$ cat config.mk
export PLATFORM = sky130hd
export DESIGN_NAME = hostname_validator
export DESIGN_NICKNAME = d
export VERILOG_FILES = /design/src/rtl/core/hv_pkg.sv /design/src/rtl/core/hv_cfg_regs.sv /design/src/rtl/core/hv_scan.sv /design/src/rtl/core/hostname_validator.sv
export VERILOG_INCLUDE_DIRS = /design/src /design/src/rtl/core
export SDC_FILE = /design/constraint.sdc
export NUM_CORES = 1
export LEC_CHECK = 0
export ABC_AREA = 1
export BUFFER_PORTS_ARGS = -buffer_cell sky130_fd_sc_hd__buf_2
export CAP_MARGIN = 25
export CORE_MARGIN = 2
export CORE_UTILIZATION = 50
export DETAILED_ROUTE_END_ITERATION = 8
export GPL_ROUTABILITY_DRIVEN = 0
export PLACE_DENSITY = 0.76
export SYNTH_ARGS = -nofsm -noshare
export SYNTH_HDL_FRONTEND = slang
export SYNTH_SLANG_ARGS = --single-unit
export TNS_END_PERCENT = 20
$ cat constraint.sdc
create_clock -name clk -period 4.2 [get_ports clk]
set_input_delay 1.26 -clock clk [delete_from_list [all_inputs] [get_ports clk]]
set_output_delay 1.26 -clock clk [all_outputs]
set_load 0.01 [all_outputs]
$ cat src/rtl/core/hostname_validator_macros.svh
// Assertion macros shared by the hostname validator RTL.
`ifndef HOSTNAME_VALIDATOR_MACROS_SVH
`define HOSTNAME_VALIDATOR_MACROS_SVH

`ifndef ASSERT_OFF

// Same-cycle implication, disabled while reset is asserted.
`define HV_ASSERT_IMPLY(label, clock, resetn, ante, cons) \
    label: assert property (@(posedge clock) disable iff (!resetn) (ante) |-> (cons)) \
        else $error("hostname_validator assertion failed");

// Next-cycle implication, disabled while reset is asserted.
`define HV_ASSERT_NEXT(label, clock, resetn, ante, cons) \
    label: assert property (@(posedge clock) disable iff (!resetn) (ante) |=> (cons)) \
        else $error("hostname_validator assertion failed");

`else

`define HV_ASSERT_IMPLY(label, clock, resetn, ante, cons)
`define HV_ASSERT_NEXT(label, clock, resetn, ante, cons)

`endif

`endif

$ cat src/rtl/core/hv_pkg.sv
// Shared types, codes and character helpers for the hostname validator.
`default_nettype none

package hv_pkg;

    // Character codes with a special role.
    localparam logic [7:0] CH_DOT    = 8'h2E;
    localparam logic [7:0] CH_HYPHEN = 8'h2D;

    // Saturating counter widths: labels stop at 64, names at 256.
    localparam int LABEL_W = 7;
    localparam int TOTAL_W = 9;

    // Configuration register indexes.
    localparam logic REG_MAX_LABEL = 1'b0;
    localparam logic REG_MAX_NAME  = 1'b1;

    // Reset values of the limits.
    localparam logic [5:0] MAX_LABEL_RESET = 6'd63;
    localparam logic [7:0] MAX_NAME_RESET  = 8'd255;

    typedef enum logic [1:0] {
        PH_START  = 2'd0,
        PH_LABEL  = 2'd1,
        PH_IGNORE = 2'd2
    } phase_t;

    typedef enum logic [2:0] {
        ERR_NONE       = 3'd0,
        ERR_BAD_START  = 3'd1,
        ERR_LABEL_LONG = 3'd2,
        ERR_HYPHEN_END = 3'd3,
        ERR_ALL_DIGITS = 3'd4,
        ERR_NAME_LONG  = 3'd5
    } err_code_t;

    // One input word.
    typedef struct packed {
        logic [7:0] ch;
        logic       last;
    } char_word_t;

    // One verdict as produced by the scanner.
    typedef struct packed {
        logic       valid;
        logic       ok;
        err_code_t  fail_code;
        logic [7:0] name_length;
        logic       stopped_at_char;
    } verdict_t;

    function automatic logic is_digit(input logic [7:0] c);
        return (c >= 8'h30) && (c <= 8'h39);
    endfunction

    function automatic logic is_alnum(input logic [7:0] c);
        return is_digit(c) || ((c >= 8'h41) && (c <= 8'h5A)) ||
               ((c >= 8'h61) && (c <= 8'h7A));
    endfunction

    // Checks applied when a label ends: too long, then hyphen end, then all digits.
    function automatic err_code_t label_check(input logic [LABEL_W-1:0] len,
                                              input logic prev_regular,
                                              input logic only_digits,
                                              input logic [5:0] max_label);
        err_code_t e;
        if (len > {1'b0, max_label}) begin
            e = ERR_LABEL_LONG;
        end else if (!prev_regular) begin
            e = ERR_HYPHEN_END;
        end else if (only_digits) begin
            e = ERR_ALL_DIGITS;
        end else begin
            e = ERR_NONE;
        end
        return e;
    endfunction

    // Label checks, then the whole-name length check.
    function automatic err_code_t name_check(input logic [LABEL_W-1:0] len,
                                             input logic [TOTAL_W-1:0] total,
                                             input logic prev_regular,
                                             input logic only_digits,
                                             input logic [5:0] max_label,
                                             input logic [7:0] max_name);
        err_code_t e;
        e = label_check(len, prev_regular, only_digits, max_label);
        if ((e == ERR_NONE) && (total > {1'b0, max_name})) begin
            e = ERR_NAME_LONG;
        end
        return e;
    endfunction

endpackage

`default_nettype wire

$ cat src/rtl/core/hv_cfg_regs.sv
// APB register file holding the label and name length limits.
`default_nettype none

module hv_cfg_regs
    import hv_pkg::*;
(
    input  logic        clk,
    input  logic        rst_n,
    input  logic        psel,
    input  logic        penable,
    input  logic        pwrite,
    input  logic [2:0]  paddr,
    input  logic [31:0] pwdata,
    output logic [31:0] prdata,
    output logic        pready,
    output logic [5:0]  max_label_length,
    output logic [7:0]  max_name_length
);

    logic [5:0] max_label_reg;
    logic [7:0] max_name_reg;
    logic       wr_en;

    // A write lands in the access phase; the word index is address bit 2.
    assign wr_en  = psel && penable && pwrite;
    assign pready = 1'b1;

    always_ff @(posedge clk or negedge rst_n)
    begin
        if (!rst_n)
        begin
            max_label_reg <= MAX_LABEL_RESET;
            max_name_reg  <= MAX_NAME_RESET;
        end
        else if (wr_en)
        begin
            if (paddr[2] == REG_MAX_LABEL)
            begin
                max_label_reg <= pwdata[5:0];
            end
            else
            begin
                max_name_reg <= pwdata[7:0];
            end
        end
    end

    // Read data is the selected register, zero extended.
    always_comb
    begin
        if (paddr[2] == REG_MAX_NAME)
        begin
            prdata = {24'd0, max_name_reg};
        end
        else
        begin
            prdata = {26'd0, max_label_reg};
        end
    end

    assign max_label_length = max_label_reg;
    assign max_name_length  = max_name_reg;

endmodule

`default_nettype wire

$ cat src/rtl/core/hv_scan.sv
// Hostname scanner: per-character state update and verdict logic.
`default_nettype none
`include "hostname_validator_macros.svh"

module hv_scan
    import hv_pkg::*;
(
    input  logic       clk,
    input  logic       rst_n,
    input  logic       step,
    input  char_word_t word,
    input  logic [5:0] max_label_length,
    input  logic [7:0] max_name_length,
    output verdict_t   verdict
);

    phase_t               phase_reg,  phase_next;
    logic [LABEL_W-1:0]   label_reg,  label_next;
    logic [TOTAL_W-1:0]   total_reg,  total_next;
    logic                 prev_reg,   prev_next;
    logic                 digits_reg, digits_next;

    // Tentative state after taking the character.
    phase_t               t_phase;
    logic [LABEL_W-1:0]   t_label;
    logic [TOTAL_W-1:0]   t_total;
    logic                 t_prev;
    logic                 t_digits;

    logic                 c_digit;
    logic                 c_alnum;
    logic                 ignoring;
    logic                 give;
    logic                 stop;
    err_code_t            err;
    err_code_t            cur_label_err;
    err_code_t            cur_name_err;

    assign c_digit       = is_digit(word.ch);
    assign c_alnum       = is_alnum(word.ch);
    assign cur_label_err = label_check(label_reg, prev_reg, digits_reg, max_label_length);
    assign cur_name_err  = name_check(label_reg, total_reg, prev_reg, digits_reg,
                                      max_label_length, max_name_length);

    // Character handling by phase, then the end-of-text verdict.
    always_comb
    begin
        t_phase  = phase_reg;
        t_label  = label_reg;
        t_total  = total_reg;
        t_prev   = prev_reg;
        t_digits = digits_reg;
        ignoring = 1'b0;
        give     = 1'b0;
        stop     = 1'b0;
        err      = ERR_NONE;

        case (phase_reg)
            PH_START:
            begin
                if (c_alnum)
                begin
                    t_label  = LABEL_W'(1);
                    t_digits = c_digit;
                    t_prev   = 1'b1;
                    t_total  = total_reg[TOTAL_W-1] ? total_reg : total_reg + 1'b1;
                    t_phase  = PH_LABEL;
                end
                else
                begin
                    give = 1'b1;
                    stop = 1'b1;
                    err  = ERR_BAD_START;
                end
            end
            PH_LABEL:
            begin
                if (c_alnum || (word.ch == CH_HYPHEN))
                begin
                    t_label  = label_reg[LABEL_W-1] ? label_reg : label_reg + 1'b1;
                    t_total  = total_reg[TOTAL_W-1] ? total_reg : total_reg + 1'b1;
                    t_prev   = c_alnum;
                    t_digits = digits_reg && c_digit;
                end
                else if (word.ch == CH_DOT)
                begin
                    if (cur_label_err != ERR_NONE)
                    begin
                        give = 1'b1;
                        stop = 1'b1;
                        err  = cur_label_err;
                    end
                    else
                    begin
                        t_total  = total_reg[TOTAL_W-1] ? total_reg : total_reg + 1'b1;
                        t_phase  = PH_START;
                        t_label  = '0;
                        t_prev   = 1'b0;
                        t_digits = 1'b1;
                    end
                end
                else
                begin
                    give = 1'b1;
                    stop = 1'b1;
                    err  = cur_name_err;
                end
            end
            default:
            begin
                ignoring = 1'b1;
            end
        endcase

        // End of text with no verdict yet: judge the updated state.
        if (!ignoring && !give && word.last)
        begin
            give = 1'b1;
            stop = 1'b0;
            if (t_phase == PH_START)
            begin
                err = ERR_BAD_START;
            end
            else
            begin
                err = name_check(t_label, t_total, t_prev, t_digits,
                                 max_label_length, max_name_length);
            end
        end
    end

    // Commit: the last word clears the scanner, a verdict moves to ignoring.
    always_comb
    begin
        phase_next  = t_phase;
        label_next  = t_label;
        total_next  = t_total;
        prev_next   = t_prev;
        digits_next = t_digits;
        if ((ignoring || give) && word.last)
        begin
            phase_next  = PH_START;
            label_next  = '0;
            total_next  = '0;
            prev_next   = 1'b0;
            digits_next = 1'b1;
        end
        else if (ignoring || give)
        begin
            phase_next = PH_IGNORE;
        end
    end

    always_ff @(posedge clk or negedge rst_n)
    begin
        if (!rst_n)
        begin
            phase_reg  <= PH_START;
            label_reg  <= '0;
            total_reg  <= '0;
            prev_reg   <= 1'b0;
            digits_reg <= 1'b1;
        end
        else if (step)
        begin
            phase_reg  <= phase_next;
            label_reg  <= label_next;
            total_reg  <= total_next;
            prev_reg   <= prev_next;
            digits_reg <= digits_next;
        end
    end

    // Verdict fields; the length is reported only for an accepted name.
    assign verdict.valid           = give;
    assign verdict.ok              = (err == ERR_NONE);
    assign verdict.fail_code       = err;
    assign verdict.name_length     = (err == ERR_NONE) ? t_total[7:0] : 8'd0;
    assign verdict.stopped_at_char = stop;

    `HV_ASSERT_IMPLY(a_start_empty_label, clk, rst_n, phase_reg == PH_START, label_reg == '0)
    `HV_ASSERT_IMPLY(a_label_nonempty, clk, rst_n, phase_reg == PH_LABEL, label_reg != '0)
    `HV_ASSERT_IMPLY(a_total_covers_label, clk, rst_n, phase_reg == PH_LABEL,
                     total_reg >= TOTAL_W'(label_reg))

endmodule

`default_nettype wire

$ cat src/rtl/core/hostname_validator.sv
// Top level of the streaming hostname validator.
//
//   Channel   Signals                                            Direction
//   input     in_valid, in_ready, ch, last                       in
//   output    out_valid, out_ready, ok, fail_code,               out
//             name_length, stopped_at_char
//   config    psel, penable, pwrite, paddr, pwdata, prdata, pready  APB slave
//
// One word is accepted every cycle unless the result register is stalled; a
// verdict passes from the input register through the scanner into the result
// register. The scanner state update is combinational, which sets the rate.
// Reset clears the scanner and the pipeline and loads limits 63 and 255.
// When the result register is full and not taken, the input register and the
// scanner hold, and in_ready drops in the same cycle if a word is held.
`default_nettype none
`include "hostname_validator_macros.svh"

module hostname_validator
    import hv_pkg::*;
(
    input  logic        clk,
    input  logic        rst_n,
    input  logic        in_valid,
    output logic        in_ready,
    input  logic [7:0]  ch,
    input  logic        last,
    output logic        out_valid,
    input  logic        out_ready,
    output logic        ok,
    output logic [2:0]  fail_code,
    output logic [7:0]  name_length,
    output logic        stopped_at_char,
    input  logic        psel,
    input  logic        penable,
    input  logic        pwrite,
    input  logic [2:0]  paddr,
    input  logic [31:0] pwdata,
    output logic [31:0] prdata,
    output logic        pready
);

    logic       s1_valid_reg, s1_valid_next;
    char_word_t s1_word_reg;
    logic       out_valid_reg, out_valid_next;
    verdict_t   out_reg;
    verdict_t   scan_verdict;
    logic       in_take;
    logic       scan_step;
    logic [5:0] max_label_length;
    logic [7:0] max_name_length;

    hv_cfg_regs u_cfg (
        .clk              (clk),
        .rst_n            (rst_n),
        .psel             (psel),
        .penable          (penable),
        .pwrite           (pwrite),
        .paddr            (paddr),
        .pwdata           (pwdata),
        .prdata           (prdata),
        .pready           (pready),
        .max_label_length (max_label_length),
        .max_name_length  (max_name_length)
    );

    hv_scan u_scan (
        .clk              (clk),
        .rst_n            (rst_n),
        .step             (scan_step),
        .word             (s1_word_reg),
        .max_label_length (max_label_length),
        .max_name_length  (max_name_length),
        .verdict          (scan_verdict)
    );

    // The scanner advances whenever a word is held and the result register can take a verdict.
    assign scan_step = s1_valid_reg && (!out_valid_reg || out_ready);
    assign in_ready  = !s1_valid_reg || scan_step;
    assign in_take   = in_valid && in_ready;

    // Input register.
    always_comb
    begin
        if (in_take)
        begin
            s1_valid_next = 1'b1;
        end
        else if (scan_step)
        begin
            s1_valid_next = 1'b0;
        end
        else
        begin
            s1_valid_next = s1_valid_reg;
        end
    end

    always_ff @(posedge clk or negedge rst_n)
    begin
        if (!rst_n)
        begin
            s1_valid_reg <= 1'b0;
        end
        else
        begin
            s1_valid_reg <= s1_valid_next;
        end
    end

    always_ff @(posedge clk)
    begin
        if (in_take)
        begin
            s1_word_reg.ch   <= ch;
            s1_word_reg.last <= last;
        end
    end

    // Result register.
    always_comb
    begin
        if (scan_step && scan_verdict.valid)
        begin
            out_valid_next = 1'b1;
        end
        else if (out_ready)
        begin
            out_valid_next = 1'b0;
        end
        else
        begin
            out_valid_next = out_valid_reg;
        end
    end

    always_ff @(posedge clk or negedge rst_n)
    begin
        if (!rst_n)
        begin
            out_valid_reg <= 1'b0;
        end
        else
        begin
            out_valid_reg <= out_valid_next;
        end
    end

    always_ff @(posedge clk)
    begin
        if (scan_step && scan_verdict.valid)
        begin
            out_reg <= scan_verdict;
        end
    end

    assign out_valid       = out_valid_reg;
    assign ok              = out_reg.ok;
    assign fail_code       = out_reg.fail_code;
    assign name_length     = out_reg.name_length;
    assign stopped_at_char = out_reg.stopped_at_char;

    `HV_ASSERT_IMPLY(a_ok_matches_code, clk, rst_n, out_valid_reg,
                     ok == (fail_code == ERR_NONE))
    `HV_ASSERT_IMPLY(a_fail_zero_length, clk, rst_n, out_valid_reg && !ok, name_length == 8'd0)
    `HV_ASSERT_NEXT(a_take_fills_stage, clk, rst_n, in_take, s1_valid_reg)

endmodule

`default_nettype wire
==> flow_summary.json, run 1 <==
{
  "die_h_um": 93.08,
  "wl_um": 8631,
  "min_path_type": "reg2reg",
  "drv_cap": 0,
  "synth_mux_area_frac": 0,
  "dieArea_um2": 8664,
  "layout_commonest_cell": "nand2_1",
  "dieWidth_um": 93.08,
  "ios": 99,
  "coreArea_um2": 7727,
  "worstMarginPinSlew_ps": 853.3,
  "synthTopCellsByArea": "edfxtp_1 (17%), dfrtp_1 (13%), nand2_1 (11%), dfstp_2 (9.9%), ha_1 (9.5%)",
  "vdd_drop_max_uv": 172.6,
  "place_area_um2": 4243,
  "n_antenna_cell": 0,
  "fin_nets": 634,
  "layout_common_cells": "nand2_1 (112), inv_1 (74), buf_2 (47)",
  "n_fill_cell": 675,
  "cts_tree": "yes",
  "period_share": 0.9402,
  "start_util": 0.5134,
  "criticalPathCategory": "reg2reg",
  "grt_overflow_total": 0,
  "cts_hold_buf": 0,
  "synth_warnings": 0,
  "leakage_nw": 2.256,
  "cts.clk_slew.worst_paths_ps": 60,
  "synthCells": 492,
  "grt_antenna_before_repair": 0,
  "cts_sinks": 58,
  "final-setup-viol-count": 0,
  "tns_ps": 0,
  "finalCriticalPeriod_ps": 3949,
  "multi_input_area_um2": 2043,
  "whs_ps": 494.1,
  "areaGrowthSynthToFinish_pct": 15.01,
  "dpl.hpwl_um": 6362,
  "synth_fa_ha_area_frac": 0.09461,
  "drtIter0Drc": 212,
  "grt_pass1_vias": 3028,
  "clkLatencyLatePin_ps": 340,
  "synth_xor_area_frac": 0.01514,
  "worstPathMaxFanout": 5,
  "p_per_area_nw_per_um2": 455.8,
  "ant_nets": 0,
  "relSlewSlack": 0.4311,
  "track_usage": 0.2032,
  "synth_edf_count": 22,
  "seqCellArea_um2": 1580,
  "wl_per_cell_um": 13.08,
  "syn_area_per_cell_um2": 8.064,
  "cts_root_buf": "clkbuf_8",
  "ctsHtreeMaxLevel": 3,
  "worstPathRequired_ps": 4300,
  "yosys_most_used_dff": "edfxtp_1",
  "maxSlewViolCount": 0,
  "max_stage_delay_ps": 530,
  "syn-cell-area_um2": 3968,
  "drc": 0,
  "worstSetupEndpointType": "flop",
  "num_rows": 32,
  "ys_seq_area_frac": 0.3983,
  "async_flop_share": 0.6207,
  "hold_viol_final": 0,
  "start_kind": "flop",
  "vias": 3342,
  "critPathArrivalTime_ps": 4050,
  "cp_common_cell": "nand2_1",
  "yosys_register_bits": 58,
  "yosys.area_share.simple": 0.2498,
  "synth_top_area_cell": "edfxtp_1",
  "numPortBuffers": 47,
  "synth_top_family_by_area": "simple AND/OR/NAND/NOR gates",
  "outcome": "finished clean",
  "synth_top_area_frac": 0.1665,
  "cts-buffers-inserted": 9,
  "grt_max_degree": 37,
  "drive_gt1_frac": 0.2545,
  "avgViaCountPerCell": 5.064,
  "synth_compound_area_frac": 0.1104,
  "clockBufferDepth": 2,
  "grt_pass1_wl_um": 13900,
  "design_area_um2": 4563,
  "cp_slowest_cell": "dfstp_2",
  "drt_pass1_iterations": 5,
  "fmax_mhz": 253.2,
  "synth_cell_type_count": 43,
  "skew_ps": 8.683
}
-- synthesized netlist by cell type (2+ instances only) --
| master | instances |
|---|---|
| nor2_2 | 15 |
| nand2_4 | 2 |
| nand2_1 | 114 |
| dfrtp_1 | 21 |
| buf_4 | 25 |
| inv_2 | 4 |
| o22ai_1 | 9 |
| o32ai_1 | 2 |
| ha_1 | 30 |
| xor2_1 | 4 |
| inv_1 | 76 |
| nand2_2 | 9 |
| nor2_4 | 7 |
| clkbuf_1 | 5 |
| dfstp_2 | 15 |
| edfxtp_1 | 22 |
| o21ai_2 | 2 |
| a211oi_1 | 2 |
| nand3_1 | 20 |
| nand3b_1 | 2 |
| nand3_2 | 4 |
| a21oi_1 | 19 |
| o21ai_0 | 34 |
| nor2_1 | 22 |
| a31oi_1 | 2 |
| nand4_1 | 4 |
| conb_1 | 2 |
| nor3_1 | 4 |
-- worst paths after layout --
kind                                            from                   endpoint  slack (ps)  cells after the start
max reg2reg                u_cfg.max_label_length[1]                         ok         250                     33
min in group asynchronous                      rst_n        u_scan.total_reg[4]        1020                      1
max in group asynchronous                      rst_n        u_scan.label_reg[2]        2640                      1
min                        u_cfg.max_label_length[3]  u_cfg.max_label_length[3]         490                      2
min reg2reg                u_cfg.max_label_length[3]  u_cfg.max_label_length[3]         490                      2
max                        u_cfg.max_label_length[1]                         ok         250                     33
-- stage by stage --
stage | utilization | setup slack (ps) | cells | power, W
6_report | 0.5905 | 251.0 | 660 | 0.002080
4_1_cts | 0.5746 | 130.0 | 654 | 0.002039
3_5_place_dp | 0.5491 | 178.0 | 638 | 0.001514
5_1_grt | 0.5905 | -55.21 | 660 | 0.002211
3_3_place_gp | 0.5491 | 223.6 | 638 | 0.001487
2_1_floorplan | - | 571.7 | 515 | 0.001318
-- metal layers --
metal  vias up  routed length, µm  GRT usage
li1       1678                  -          -
met1      1524               3867     0.2722
met2       121               4128     0.3261
met3        19                443    0.03707
met4         0                191    0.08333
met5         -                  0          0
-- critical path, delay by kind of cell (launching register included) --
kind          cells  cell delay (ps)
simple gates     27             2230
fa+ha+maj         2              610
flops             1              530
buf+inv           3              180
xor+xnor          1              130
-- cell type report --
type	count	share of cell area
multi-input cells	346	0.4478
well taps	102	0.02797
repair buffers	57	0.06800
inverters	81	0.06663
clock inverters	2	0.007678
flip-flops and latches	58	0.3463
clock buffers	14	0.03565
-- power by group --
| part | total, W | switching, W | internal [W] |
|---|---|---|---|
| sequential | 0.000801 | 0.0000665 | 0.000734 |
| clock | 0.000527 | 0.000220 | 0.000306 |
| combinational | 0.000752 | 0.000497 | 0.000256 |
| total | 0.00208 | 0.000784 | 0.00130 |
-- cell families (layout without fill, tap and decap cells) --
group	Yosys count	after routing
simple gates	207	208
fa+ha+maj	30	30
xor+xnor	6	6
compound gates	77	77
flops	58	58
buf+inv	112	154
other cells	2	25
-- what timing repair did --
item,4_1_cts,5_1_grt
setup endpoints to repair,0,10
setup buffers,0,5
resized for setup,0,14
No activity file was read; power rests on OpenSTA's default activity.
==> inputs of run 2 (changes only) <==
--- a/config.mk
+++ b/config.mk
@@ -13,7 +13,7 @@
 export CORE_UTILIZATION = 50
 export DETAILED_ROUTE_END_ITERATION = 8
 export GPL_ROUTABILITY_DRIVEN = 0
-export PLACE_DENSITY = 0.76
+export PLACE_DENSITY = 0.77
 export SYNTH_ARGS = -nofsm -noshare
 export SYNTH_HDL_FRONTEND = slang
 export SYNTH_SLANG_ARGS = --single-unit
==> run 2 against run 1 <==
- register-to-register slack better by 30 ps
- setup slack better by 29 ps
- count of clock-buffer cells in the layout stayed put
- sequential share of layout area is 0.25 points lower
- largest cell class unchanged
- critical path depth is 1 lower
- combinational power is 2% higher
- core utilization is 0.44 points higher
==> flow_summary.json, run 2 (synthesized netlist as in run 1, its figures left out) <==
{
  "outcome": "finished clean",
  "worstPathMaxFanout": 4,
  "coreArea_um2": 7727,
  "wl_per_cell_um": 13.12,
  "num_rows": 32,
  "r2r_end": "name_length[5]",
  "design_area_um2": 4597,
  "cts_tree": "yes",
  "vdd_drop_max_uv": 185.1,
  "clkLatencyLatePin_ps": 340,
  "worstPathRequired_ps": 4290,
  "worstSetupEndpointType": "flop",
  "grt_antenna_before_repair": 0,
  "min_path_type": "reg2reg",
  "drive_gt1_frac": 0.2670,
  "wl_um": 8661,
  "finalCriticalPeriod_ps": 3920,
  "r2r_slack_ps": 280,
  "cts_hold_buf": 0,
  "p_per_area_nw_per_um2": 446.0,
  "power.total_w": 0.002050,
  "period_share": 0.9333,
  "worstHoldStart": "u_cfg.max_label_length[1]",
  "r2r_cells": 32,
  "numPortBuffers": 47,
  "maxSlewViolCount": 0,
  "grt_pass1_wl_um": 14190,
  "skew_ps": 9.162,
  "die_h_um": 93.08,
  "seqCellArea_um2": 1580,
  "cp_slowest_cell": "dfstp_2",
  "dieWidth_um": 93.08,
  "place_area_um2": 4243,
  "final-setup-viol-count": 0,
  "hold_viol_final": 0,
  "track_usage": 0.2067,
  "avgViaCountPerCell": 5.105,
  "areaGrowthSynthToFinish_pct": 15.86,
  "grt_pass1_vias": 3065,
  "relSlewSlack": 0.4427,
  "cts.clk_slew.worst_paths_ps": 70,
  "ios": 99,
  "fin_nets": 634,
  "criticalPathCategory": "reg2reg",
  "n_fill_cell": 660,
  "r2r_start": "u_cfg.max_label_length[4]",
  "hold_end": "u_cfg.max_label_length[1]",
  "n_antenna_cell": 0,
  "cts_root_buf": "clkbuf_8",
  "drc": 0,
  "ant_nets": 0,
  "vias": 3369,
  "drtIter0Drc": 199,
  "fmax_mhz": 255.1,
  "dpl.hpwl_um": 6420,
  "multi_input_area_um2": 2091,
  "max_stage_delay_ps": 530,
  "cts_sinks": 58,
  "start_util": 0.5134,
  "min_path_cells": 2,
  "clockBufferDepth": 2,
  "start_kind": "flop",
  "worstMarginPinSlew_ps": 836.0,
  "setup_ws_ps": 280.0,
  "drv_cap": 0,
  "dieArea_um2": 8664,
  "drt_pass1_iterations": 5,
  "layout_common_cells": "nand2_1 (109), inv_1 (75), buf_2 (47)",
  "cp_common_cell": "nand2_1",
  "layout_commonest_cell": "nand2_1",
  "dp_slack_ps": 110.6,
  "critPathArrivalTime_ps": 4010,
  "ctsHtreeMaxLevel": 3,
  "grt_overflow_total": 0,
  "cts-buffers-inserted": 9,
  "grt_max_degree": 37,
  "leakage_nw": 2.259
}
run 2: cell count changes in the layout (fill, tap and decap cells not counted), sizes merged:
cell and change:
bufinv -1, clkinv +1
run 2: worst max-delay path by stage:
| stage | startpoint | end | slack, ps | depth (start not counted) |
|---|---|---|---|---|
| after floorplan | u_cfg.max_label_length[5] | ok | 570 | 33 |
| after global placement | u_cfg.max_label_length[5] | name_length[0] | 200 | 33 |
| after detailed placement | u_cfg.max_label_length[5] | ok | 110 | 32 |
| after CTS | u_cfg.max_label_length[5] | ok | 60 | 32 |
| after global routing | u_cfg.max_label_length[4] | ok | -30 | 33 |
| final | u_cfg.max_label_length[4] | name_length[5] | 280 | 32 |
run 2: what timing repair did:
item | 4_1_cts | 5_1_grt
hold endpoints to repair | 0 | 0
resized for setup | 0 | 23
endpoints found under the setup margin | 0 | 10
setup buffers | 0 | 5
run 2: final cells by class:
cell class              instances  area share
well taps                     102     0.02776
inverters                      81     0.06614
clock inverters                 2    0.002177
multi-input cells             346      0.4548
flip-flops and latches         58      0.3438
repair buffers                 57     0.06750
clock buffers                  14     0.03783
run 2: critical path: cells and delay by family (launching register included):
| kind | cells | cell delay (ps) |
|---|---|---|
| AOI/OAI and AO/OA | 2 | 270 |
| xor gates and xnor gates | 1 | 140 |
| adders and majority gates | 2 | 570 |
| buffers and inverters | 3 | 220 |
| DFF | 1 | 530 |
| and+or+nand+nor | 24 | 1940 |
run 2: per-layer routing:
metal	track usage	vias to the layer above	wire, µm
met4	0.06127	0	113
met5	0	-	0
met2	0.3388	124	4159
li1	-	1669	-
met3	0.03626	15	471
met1	0.2818	1561	3917
run 2: stage by stage:
stage,cells,hold WS (ps),utilization,setup TNS (ps)
2_1_floorplan,515,468.6,-,0
3_3_place_gp,638,479.2,0.5491,0
3_5_place_dp,638,484.9,0.5491,0
4_1_cts,654,495.1,0.5729,0
5_1_grt,660,525.4,0.5949,-168.5
6_report,660,490.9,0.5949,0
run 2: report_power, final:
| group | internal (W) | leakage (nW) | switching, W |
|---|---|---|---|
| Combinational | 0.000260 | 1.51 | 0.000503 |
| Sequential | 0.000734 | 0.654 | 0.0000678 |
| Clock | 0.000265 | 0.0956 | 0.000220 |
